--- config.mk ---
export PLATFORM = sky130hd
export DESIGN_NAME = url_percent_encoder_flat
export DESIGN_NICKNAME = d
export VERILOG_FILES = /design/src/rtl/urlpe_pkg.sv /design/src/rtl/urlpe_if.sv /design/src/rtl/urlpe_mask.sv /design/src/rtl/url_percent_encoder.sv /design/src/flat_wrapper.sv
export SDC_FILE = /design/constraint.sdc
export NUM_CORES = 1
export LEC_CHECK = 0
export ABC_AREA = 1
export CAP_MARGIN = 20
export CORE_MARGIN = 2
export CORE_UTILIZATION = 45
export DETAILED_ROUTE_END_ITERATION = 12
export DONT_BUFFER_PORTS = 1
export PLACE_DENSITY = 0.72
export SLEW_MARGIN = 0
export SYNTH_ARGS = -nofsm -noshare
export SYNTH_HDL_FRONTEND = slang
export SYNTH_SLANG_ARGS = --single-unit
--- constraint.sdc ---
create_clock -name clk -period 6.03 [get_ports clk]
set_clock_uncertainty 0.15 [all_clocks]
set_input_delay 1.206 -clock clk [delete_from_list [all_inputs] [get_ports clk]]
set_output_delay 1.206 -clock clk [all_outputs]
set_load 0.1 [all_outputs]
--- src/rtl/urlpe_pkg.sv ---
// urlpe_pkg: types, constants and helpers of the URL percent encoder.
// No dependencies; used by the interfaces, the mask bank and the top level.
`default_nettype none

package urlpe_pkg;

  // Encode mask geometry: eight 32-bit words cover byte values 0..255
  localparam int MASK_WORDS    = 8;
  localparam int MASK_BITS     = 32;
  localparam int CFG_IDX_BITS  = 4;
  localparam int BYTE_BITS     = 8;
  localparam int OUT_CNT_BITS  = 16;

  typedef logic [MASK_BITS-1:0] mask_word_t;
  typedef logic [BYTE_BITS-1:0] byte_t;

  // Reset contents: controls, space and URL-reserved characters plus all high bytes
  localparam mask_word_t MASK_RESET [MASK_WORDS] = '{
    32'hFFFF_FFFF, 32'hFC00_987B, 32'h7800_0001, 32'hF800_0001,
    32'hFFFF_FFFF, 32'hFFFF_FFFF, 32'hFFFF_FFFF, 32'hFFFF_FFFF
  };

  localparam byte_t PCT_CHAR = 8'h25;

  // Which result of an encoded byte is being emitted
  typedef enum logic [1:0] {
    PH_FIRST = 2'd0,
    PH_HI    = 2'd1,
    PH_LO    = 2'd2
  } phase_t;

  // Upper-case ASCII hex digit of one nibble
  function automatic byte_t hex_digit(input logic [3:0] nib);
    byte_t d;
    if (nib < 4'd10) begin
      d = 8'h30 + {4'd0, nib};
    end else begin
      d = 8'h37 + {4'd0, nib};
    end
    return d;
  endfunction

endpackage

`default_nettype wire

--- src/rtl/urlpe_if.sv ---
// urlpe_in_if / urlpe_out_if: valid/ready channels of the URL percent encoder.
// Depend on urlpe_pkg for the payload widths.
`default_nettype none

interface urlpe_in_if;
  logic                 valid;
  logic                 ready;
  urlpe_pkg::byte_t     in_byte;
  logic                 string_end;

  modport source (output valid, in_byte, string_end, input ready);
  modport sink   (input valid, in_byte, string_end, output ready);
endinterface

interface urlpe_out_if;
  logic                                  valid;
  logic                                  ready;
  urlpe_pkg::byte_t                      out_byte;
  logic                                  run_last;
  logic                                  string_last;
  logic [urlpe_pkg::OUT_CNT_BITS-1:0]    out_count;

  modport source (output valid, out_byte, run_last, string_last, out_count, input ready);
  modport sink   (input valid, out_byte, run_last, string_last, out_count, output ready);
endinterface

`default_nettype wire

--- src/rtl/urlpe_mask.sv ---
// urlpe_mask: the eight 32-bit encode mask registers and the per-byte lookup.
// Depends on urlpe_pkg.
`default_nettype none

module urlpe_mask (
  input  wire logic                               clk,
  input  wire logic                               rst_n,
  input  wire logic                               cfg_we,
  input  wire logic [urlpe_pkg::CFG_IDX_BITS-1:0] cfg_index,
  input  wire logic [urlpe_pkg::MASK_BITS-1:0]    cfg_wdata,
  input  wire urlpe_pkg::byte_t                   lookup_byte,
  output logic                                    lookup_enc
);

  urlpe_pkg::mask_word_t mask_r [urlpe_pkg::MASK_WORDS];
  logic [urlpe_pkg::MASK_WORDS*urlpe_pkg::MASK_BITS-1:0] mask_flat;

  // Write one word; indexes past the bank are dropped
  always_ff @(posedge clk) begin
    if (!rst_n) begin
      for (int k = 0; k < urlpe_pkg::MASK_WORDS; k++) begin
        mask_r[k] <= urlpe_pkg::MASK_RESET[k];
      end
    end else if (cfg_we && (cfg_index < urlpe_pkg::CFG_IDX_BITS'(urlpe_pkg::MASK_WORDS))) begin
      mask_r[cfg_index[2:0]] <= cfg_wdata;
    end
  end

  // Flatten so bit b of the vector is the flag of byte value b
  always_comb begin
    for (int k = 0; k < urlpe_pkg::MASK_WORDS; k++) begin
      mask_flat[k*urlpe_pkg::MASK_BITS +: urlpe_pkg::MASK_BITS] = mask_r[k];
    end
  end

  assign lookup_enc = mask_flat[lookup_byte];

endmodule

`default_nettype wire

--- src/rtl/url_percent_encoder.sv ---
// url_percent_encoder: top level; percent-encodes a byte stream against a 256-bit mask.
// Depends on urlpe_pkg, urlpe_in_if / urlpe_out_if and urlpe_mask.
//
//   channel   dir   beat contents
//   in_chan   in    in_byte[7:0], string_end
//   out_chan  out   out_byte[7:0], run_last, string_last, out_count[15:0]
//   cfg_*     in    cfg_we, cfg_index[3:0], cfg_wdata[31:0] (write only)
//
// One result beat per cycle unless out_chan stalls: a passed-through byte gives one
// result, an encoded byte three, all through the single output register.
// The byte register takes the next beat in the cycle its last result is loaded.
// Reset is synchronous: the mask returns to its default and the count to zero.
// A stall on out_chan holds the output register and, once the byte register is
// full, drops in_chan.ready; no beat is lost.
`default_nettype none

module url_percent_encoder #(
  parameter int COUNT_BITS = 16
) (
  input  wire logic                               clk,
  input  wire logic                               rst_n,
  urlpe_in_if.sink                                in_chan,
  urlpe_out_if.source                             out_chan,
  input  wire logic                               cfg_we,
  input  wire logic [urlpe_pkg::CFG_IDX_BITS-1:0] cfg_index,
  input  wire logic [urlpe_pkg::MASK_BITS-1:0]    cfg_wdata
);

  localparam int CNT_W = (COUNT_BITS > urlpe_pkg::OUT_CNT_BITS) ?
                         COUNT_BITS : urlpe_pkg::OUT_CNT_BITS;

  // Byte register
  logic                  item_vld_r;
  urlpe_pkg::byte_t      item_byte_r;
  logic                  item_last_r;
  logic                  item_enc_r;
  urlpe_pkg::phase_t     phase_r, phase_nxt;

  // Output register
  logic                  out_vld_r;
  urlpe_pkg::byte_t      out_byte_r;
  logic                  run_last_r;
  logic                  string_last_r;
  logic [urlpe_pkg::OUT_CNT_BITS-1:0] out_count_r;

  logic [COUNT_BITS-1:0] count_r, count_nxt, cnt_inc;
  logic [CNT_W-1:0]      cnt_wide;

  logic                  lookup_enc;
  logic                  out_adv;
  logic                  step;
  logic                  res_final;
  urlpe_pkg::byte_t      res_byte;
  logic                  in_acc;

  urlpe_mask u_mask (
    .clk         (clk),
    .rst_n       (rst_n),
    .cfg_we      (cfg_we),
    .cfg_index   (cfg_index),
    .cfg_wdata   (cfg_wdata),
    .lookup_byte (in_chan.in_byte),
    .lookup_enc  (lookup_enc)
  );

  // Handshake
  assign out_adv        = !out_vld_r || out_chan.ready;
  assign step           = item_vld_r && out_adv;
  assign res_final      = !item_enc_r || (phase_r == urlpe_pkg::PH_LO);
  assign in_chan.ready  = !item_vld_r || (step && res_final);
  assign in_acc         = in_chan.valid && in_chan.ready;

  // Select the result byte for the current phase
  always_comb begin
    case (phase_r)
      urlpe_pkg::PH_FIRST: res_byte = item_enc_r ? urlpe_pkg::PCT_CHAR : item_byte_r;
      urlpe_pkg::PH_HI:    res_byte = urlpe_pkg::hex_digit(item_byte_r[7:4]);
      urlpe_pkg::PH_LO:    res_byte = urlpe_pkg::hex_digit(item_byte_r[3:0]);
      default:             res_byte = item_byte_r;
    endcase
  end

  // Advance the phase
  always_comb begin
    case (phase_r)
      urlpe_pkg::PH_FIRST: phase_nxt = urlpe_pkg::PH_HI;
      urlpe_pkg::PH_HI:    phase_nxt = urlpe_pkg::PH_LO;
      default:             phase_nxt = urlpe_pkg::PH_FIRST;
    endcase
  end

  // Saturating count; clear after the string's last result
  assign cnt_inc   = (count_r == {COUNT_BITS{1'b1}}) ? count_r : count_r + COUNT_BITS'(1);
  assign cnt_wide  = CNT_W'(cnt_inc);
  assign count_nxt = (res_final && item_last_r) ? '0 : cnt_inc;

  // Byte register control
  always_ff @(posedge clk) begin
    if (!rst_n) begin
      item_vld_r <= 1'b0;
      phase_r    <= urlpe_pkg::PH_FIRST;
      count_r    <= '0;
    end else begin
      if (in_acc) begin
        item_vld_r <= 1'b1;
        phase_r    <= urlpe_pkg::PH_FIRST;
      end else if (step && res_final) begin
        item_vld_r <= 1'b0;
        phase_r    <= urlpe_pkg::PH_FIRST;
      end else if (step) begin
        phase_r    <= phase_nxt;
      end
      if (step) begin
        count_r <= count_nxt;
      end
    end
  end

  // Byte register payload
  always_ff @(posedge clk) begin
    if (in_acc) begin
      item_byte_r <= in_chan.in_byte;
      item_last_r <= in_chan.string_end;
      item_enc_r  <= lookup_enc;
    end
  end

  // Output register valid: load on a step, drop once taken
  always_ff @(posedge clk) begin
    if (!rst_n) begin
      out_vld_r <= 1'b0;
    end else if (step) begin
      out_vld_r <= 1'b1;
    end else if (out_chan.ready) begin
      out_vld_r <= 1'b0;
    end
  end

  // Output register payload
  always_ff @(posedge clk) begin
    if (step) begin
      out_byte_r    <= res_byte;
      run_last_r    <= res_final;
      string_last_r <= res_final && item_last_r;
      out_count_r   <= cnt_wide[urlpe_pkg::OUT_CNT_BITS-1:0];
    end
  end

  assign out_chan.valid       = out_vld_r;
  assign out_chan.out_byte    = out_byte_r;
  assign out_chan.run_last    = run_last_r;
  assign out_chan.string_last = string_last_r;
  assign out_chan.out_count   = out_count_r;

  // Checks
  a_strlast_is_runlast: assert property (@(posedge clk) disable iff (!rst_n)
    out_vld_r && string_last_r |-> run_last_r)
    else $error("string_last without run_last");

  a_count_cleared: assert property (@(posedge clk) disable iff (!rst_n)
    step && res_final && item_last_r |=> count_r == '0)
    else $error("count not cleared after end of string");

  a_phase_legal: assert property (@(posedge clk) disable iff (!rst_n)
    item_vld_r && !item_enc_r |-> phase_r == urlpe_pkg::PH_FIRST)
    else $error("pass-through byte left its first phase");

  a_no_accept_midrun: assert property (@(posedge clk) disable iff (!rst_n)
    item_vld_r && !(step && res_final) |-> !in_chan.ready)
    else $error("input taken while a byte is still expanding");

endmodule

`default_nettype wire

--- src/flat_wrapper.sv ---
// flat-port wrapper written by rule: the top's interface ports become plain ports
module url_percent_encoder_flat 
#(
  parameter int COUNT_BITS = 16
)
  (clk, rst_n, cfg_we, cfg_index, cfg_wdata, in_chan_valid, in_chan_in_byte, in_chan_string_end, in_chan_ready, out_chan_valid, out_chan_out_byte, out_chan_run_last, out_chan_string_last, out_chan_out_count, out_chan_ready);
  urlpe_in_if in_chan_i ();
  urlpe_out_if out_chan_i ();
  input  wire logic clk;
  input  wire logic rst_n;
  input  wire logic cfg_we;
  input  wire logic [urlpe_pkg::CFG_IDX_BITS-1:0] cfg_index;
  input  wire logic [urlpe_pkg::MASK_BITS-1:0] cfg_wdata;
  input wire logic [$bits(in_chan_i.valid)-1:0] in_chan_valid;
  input wire logic [$bits(in_chan_i.in_byte)-1:0] in_chan_in_byte;
  input wire logic [$bits(in_chan_i.string_end)-1:0] in_chan_string_end;
  output wire logic [$bits(in_chan_i.ready)-1:0] in_chan_ready;
  output wire logic [$bits(out_chan_i.valid)-1:0] out_chan_valid;
  output wire logic [$bits(out_chan_i.out_byte)-1:0] out_chan_out_byte;
  output wire logic [$bits(out_chan_i.run_last)-1:0] out_chan_run_last;
  output wire logic [$bits(out_chan_i.string_last)-1:0] out_chan_string_last;
  output wire logic [$bits(out_chan_i.out_count)-1:0] out_chan_out_count;
  input wire logic [$bits(out_chan_i.ready)-1:0] out_chan_ready;
  assign in_chan_i.valid = in_chan_valid;
  assign in_chan_i.in_byte = in_chan_in_byte;
  assign in_chan_i.string_end = in_chan_string_end;
  assign in_chan_ready = in_chan_i.ready;
  assign out_chan_valid = out_chan_i.valid;
  assign out_chan_out_byte = out_chan_i.out_byte;
  assign out_chan_run_last = out_chan_i.run_last;
  assign out_chan_string_last = out_chan_i.string_last;
  assign out_chan_out_count = out_chan_i.out_count;
  assign out_chan_i.ready = out_chan_ready;
  url_percent_encoder #(.COUNT_BITS(COUNT_BITS)) u_core (.clk(clk), .rst_n(rst_n), .in_chan(in_chan_i), .out_chan(out_chan_i), .cfg_we(cfg_we), .cfg_index(cfg_index), .cfg_wdata(cfg_wdata));
endmodule
# Word-level counts from Yosys, hierarchy flattened
# Memory sizes are Yosys's and may differ from the RTL's.
# Index checks and enable logic that the tools add are counted.
[op_classes]
n_addsub = 5
order_cmp = 4
n_eq_ne = 3
muxes = 20
n_bitwise = 1
reduce_logical = 16
[op_table]
columns = ["cell", "count"]
rows = [
  ["two-way mux 16 bit", 2],
  ["two-way mux 32 bit", 1],
  ["OR reduction 32 bit", 1],
  ["adder 6 x 4 -> 7 bit (first input constant)", 4],
  ["two-way mux 8 bit", 3],
  ["case mux 8 bit (3 select lines)", 1],
  ["adder 16 x 1 -> 16 bit (second input constant)", 1],
  ["== test 16 bit (second input constant)", 1],
  ["less-than comparator 4 bit (second input constant)", 3],
  ["two-way mux 1 bit", 10],
  ["less-than comparator 8 x 9 -> 1 bit (second input constant)", 1],
  ["binary-select mux 1 bit (select 8 bit)", 1],
  ["logical AND 1 bit", 5],
  ["case mux 2 bit (2 select lines)", 1],
  ["nonzero test 2 bit", 2],
  ["logical NOT 1 bit", 3],
  ["logical OR 1 bit", 3],
  ["two-way mux 3 bit", 1],
  ["OR reduction 3 bit", 1],
  ["== test 2 x 1 -> 1 bit (second input constant)", 1],
  ["== test 2 bit (second input constant)", 1],
  ["logical NOT 2 bit", 1],
  ["NOT 1 bit", 1],
]
[word_totals]
regBits = 56
mem_bits_rw = 256
input_bits = 50
out_inout_bits = 28
word_cells = 61
n_memories = 1
[mem_list]
columns = ["name", "depth", "width", "rd", "rd_ports_with_merged_regs", "write_ports", "line", "rtl"]
rows = [
  ["u_core.u_mask.mask_r", 8, 32, 8, 0, 8, "urlpe_mask.sv:15", "urlpe_pkg::mask_word_t mask_r [urlpe_pkg::MASK_WORDS];"],
]

# Depth between registers and ports, before layout
[depth]
depth_word = 7
ltp_mapped = 13
depth_no_buf = 11

# Modules after synthesis
# From an unflattened synthesis, not the netlist that was laid out.
[unflattened]
hier_cells = 1477
hier_area_um2 = 14390.1
[by_module_without_submodules]
columns = ["mod", "instances", "cells_per_inst", "area_per_inst_um2", "seq_area_each_um2"]
rows = [
  ["urlpe_mask", 1, 1175, 11686.2, 7687.4],
  ["url_percent_encoder", 1, 302, 2703.8, 1481.4],
]

# Worst setup path before layout
# OpenSTA, ideal clock, no wires.
[synth_timing]
kind = "input to register"
startpoint = "input rst_n"
endpoint = "memory u_core.u_mask.mask_r[5][0] (netlist name) (enable)"
setup_time_ns = 0.466
arrival_ns = 3.979
t_required_ns = 5.414
setup_slack_ns = 1.436
path_stages = 5
n_path_buf = 1
cell_sequence = "buf_2 > nand2_1 > nor2_1 > nand2_1 > o21ai_0"
[synth_rtl]
columns = ["item", "line", "rtl"]
rows = [
  ["start, declared", "flat_wrapper.sv:10", "input wire logic rst_n;"],
  ["end, declared", "urlpe_mask.sv:15", ""],
]

# Final worst setup path
[layout_timing]
startpoint = "register u_core.out_vld_r (netlist: u_core.out_chan.valid)"
endpoint = "output in_chan_ready"
[layout_via]
elab_chain_cells = 5
[layout_rtl]
columns = ["item", "line", "rtl"]
rows = [
  ["start, declared", "url_percent_encoder.sv:40", "logic out_vld_r;"],
  ["start signal, assigned", "url_percent_encoder.sv:131", "out_vld_r <= 1'b0;"],
  ["start signal, assigned", "url_percent_encoder.sv:133", "out_vld_r <= 1'b1;"],
  ["start signal, assigned", "url_percent_encoder.sv:135", "out_vld_r <= 1'b0;"],
  ["logical NOT 1 bit", "url_percent_encoder.sv:67", "assign out_adv = !out_vld_r || out_chan.ready;"],
  ["logical OR 1 bit", "url_percent_encoder.sv:67", ""],
  ["logical AND 1 bit", "url_percent_encoder.sv:68", "assign step = item_vld_r && out_adv;"],
  ["net u_core.step", "url_percent_encoder.sv:51", "logic step;"],
  ["logical AND 1 bit", "url_percent_encoder.sv:70", "assign in_chan.ready = !item_vld_r || (step && res_final);"],
  ["logical OR 1 bit", "url_percent_encoder.sv:70", ""],
  ["end, declared", "flat_wrapper.sv:17", "output wire logic [$bits(in_chan_i.ready)-1:0] in_chan_ready;"],
]
# The timed path passes the listed nets, and every way through them passes these cells.

==> results.yml <==
status:
  status: "finished, final reports clean"
global_route:
  grt_pass1_vias: 9743
  grt_max_degree: 131
  grt_usage: 0.206
  grt_pass1_wl_mm: 53.4
  overflow: 0
  grt_antenna_before_repair: 0
final_layout:
  fin_cells: 1836
  diodes: 0
  post-route-util: 0.507
  areaGrowthSynthToFinish_pct: 10.3
  finalInstanceArea_sq_mm: 0.0155
  nets: 1469
  n_fill_cell: 2692
  drive_above_1_share: 0.0681
route:
  drc: 0
  wl_mm: 33.7
  ant_nets: 0
  viasPerCell: 5.54
  dr.first_iter.drc_count: 1039
  vias: 10200
  dr.pass1.iters: 5
  wl_per_cell_um: 18.4
timing:
  hold_viol: 0
  finalSetupTns_ns: 0
  worst_slack_ns: 1.58
  setup_viol: 0
  tightest_slew_ns: 1.05
  rsz0062_at_grt: "no"
  max_freq_ghz: 0.225
  period_share: 0.737
  min_period_ns: 4.45
  slew_headroom: 0.298
  slew_violations: 0
power:
  ir_worst_vdd_mv: 0.168
  cellPowerDensity_mw_per_mm2: 312
  leakage_nw: 5.70
synthesis:
  ys_ff_latch: 312
  syn_nets: 1493
  ys_types: 40
  ys.flop_type: "edfxtp_1"
  async_flop_share: 0
  syn_inst: 1440
  yosys_warnings: 0
  netlist_area_sq_mm: 0.0141
  post_synth.cell_area_avg_sq_um: 9.78
  yosysSeqAreaShare: 0.651
  synth-edff-count: 292
clock_network:
  clockBufferDepth: 3
  root_buffer: "clkbuf_16"
  clk_transition_reported_paths_ns: 0.06
  holdBufCountCts: 0
  cts_buffers: 34
  cts_resized: 0
  cts_tree: "done"
  cts_setup_buffers: 0
  clock_sinks: 312
  htree_levels: 2
  clock_latency_ns: 0.52
placed_design:
  place.gp.congestion: 0.872
  placed_cells: 1770
  place_ws_ns: 1.91
  portBuffers: 0
  dp_hpwl_mm: 20.2
  placed_cell_area_sq_mm: 0.0144
worst_setup_path:
  crit_path_end_kind: "output port"
  path_class: "flip-flop to output port"
  cp_cell_sequence: "nand2_1 -> nand2_1 -> inv_1 -> nand2_1 -> nand2_1"
  crit_fanout: 21
  worstPathRequired_ns: 4.67
  slowest_stage: "dfxtp_1"
  cp_common_cell: "nand2_1"
  cpLargestDelayFamily: "simple AND/OR/NAND/NOR gates"
  arrival_ns: 3.09
  setup.worst_path.start_class: "flip-flop"
  cp_slowest_stage_delay_ns: 0.95
  crit_buf_inv: 1
die:
  ios: 78
  core-area_sq_mm: 0.0307
  num_rows: 64
  start_util: 0.459
  die_area_sq_mm: 0.0327
  fp.dieH_um: 181
  fp.dieW_um: 181
worst_hold_path:
  worstHoldPathType: "flip-flop to flip-flop"
flow_run:
  drv_cap: 0
-- cells by family after synthesis --
group | Yosys count | synth area share
simple gates | 901 | 0.269
flops | 312 | 0.651
buf+inv | 158 | 0.0470
compound gates | 55 | 0.0232
xor+xnor | 10 | 0.00675
fa+ha+maj | 3 | 0.00267
mux | 1 | 0.000800
-- report_power, final --
part / leakage, nW / switching (W) / internal, W / total, W
clock: 0.499 / 0.000834 / 0.00107 / 0.00191
sequential: 3.04 / 0.000123 / 0.00249 / 0.00261
combinational: 2.16 / 0.000233 / 0.0000931 / 0.000326
total: 5.70 / 0.00119 / 0.00365 / 0.00484
-- worst reg2reg max path: stages, from the launching register on --
cell,delay [ns]
dfxtp_1,0.95
nand2_1,0.20
nand2_1,0.59
inv_1,0.13
nand2_1,0.13
nand2_1,0.57
a21oi_1,0.34
-- Yosys cell counts (2+ instances only) --
| master | count | area (sq um) |
|---|---|---|
| nor3_2 | 2 | 20.0 |
| xor2_1 | 5 | 43.8 |
| ha_1 | 3 | 37.5 |
| buf_1 | 6 | 22.5 |
| inv_2 | 5 | 18.8 |
| inv_1 | 73 | 274 |
| nor2_4 | 2 | 22.5 |
| dfxtp_1 | 20 | 400 |
| nand4_1 | 4 | 25.0 |
| nor2_2 | 3 | 18.8 |
| nor2_1 | 88 | 330 |
| o21ai_0 | 11 | 55.1 |
| o21ai_1 | 2 | 10.0 |
| nand2_1 | 540 | 2030 |
| clkbuf_1 | 17 | 63.8 |
| o211ai_1 | 2 | 15.0 |
| clkinv_1 | 2 | 7.51 |
| a21oi_1 | 28 | 140 |
| edfxtp_1 | 292 | 8770 |
| nand3_1 | 256 | 1280 |
| buf_2 | 55 | 275 |
| xnor2_1 | 4 | 35.0 |
| o2111ai_1 | 3 | 26.3 |
-- placed cells by master, fill, tap and decap left out, types with 2 or more instances in the layout --
cell type	n
buf_4	13
xnor2_1	4
nand4_1	4
nand2_1	540
nand3_1	256
clkinv_1	8
dfxtp_1	20
clkinv_8	2
clkbuf_1	7
xor2_1	5
o2111ai_1	3
nor3_2	2
nor2_2	8
nor2_4	2
o21ai_4	5
o21ai_1	2
o21ai_0	6
clkbuf_16	35
nor2_1	83
o211ai_1	2
ha_1	3
buf_16	5
edfxtp_1	292
inv_2	5
a21oi_1	28
clkinv_2	8
inv_1	72
-- flip-flops by register name, indices dropped and copies added (netlist names) --
register and flops:
u_core.item_last_r 1, u_core.count_r 16, u_core.item_enc_r 1, u_core.out_chan.string_last 1, u_core.out_chan.run_last 1, u_core.phase_r 2, u_core.out_chan.out_byte 8, u_core.out_chan.valid 1
u_core.item_byte_r 8, u_core.item_vld_r 1, u_core.u_mask.mask_r 256, u_core.out_chan.out_count 16
-- metrics by stage --
step           total power, W  hold WS, ns
2_1_floorplan         0.00289        0.295
3_3_place_gp          0.00296        0.304
3_5_place_dp          0.00297        0.307
4_1_cts               0.00485        0.317
5_1_grt               0.00500        0.361
6_report              0.00484        0.315
-- cell type report --
cell class | instances | area, sq um | area share
timing repair buffer | 18 | 235 | 0.0151
clock buffer | 42 | 902 | 0.0581
tap | 396 | 495 | 0.0319
clock inverter | 18 | 113 | 0.00725
multi-input combinational | 970 | 4320 | 0.278
sequential | 312 | 9170 | 0.590
inverter | 80 | 302 | 0.0194
-- routing by layer --
metal	part of all wire	vias to the layer above	wire, um	track usage
li1	-	4802	-	-
met1	0.41	4846	13800	0.284
met2	0.48	470	16100	0.335
met3	0.089	62	3000	0.0320
met4	0.024	0	805	0.0642
met5	0	-	0	0
-- final timing paths --
path,cells past startpoint,slack [ns],from,end
hold reg to reg,2,0.31,u_core.count_r[15]$_SDFFE_PN0P_,u_core.count_r[15]$_SDFFE_PN0P_
hold / removal,2,0.31,u_core.count_r[15]$_SDFFE_PN0P_,u_core.count_r[15]$_SDFFE_PN0P_
setup / recovery,5,1.58,u_core.out_chan.valid$_SDFFE_PN0P_,in_chan_ready
setup reg to reg,6,2.88,u_core.out_chan.valid$_SDFFE_PN0P_,u_core.item_vld_r$_SDFFE_PN0P_
No activity file was read; power rests on OpenSTA's default activity.
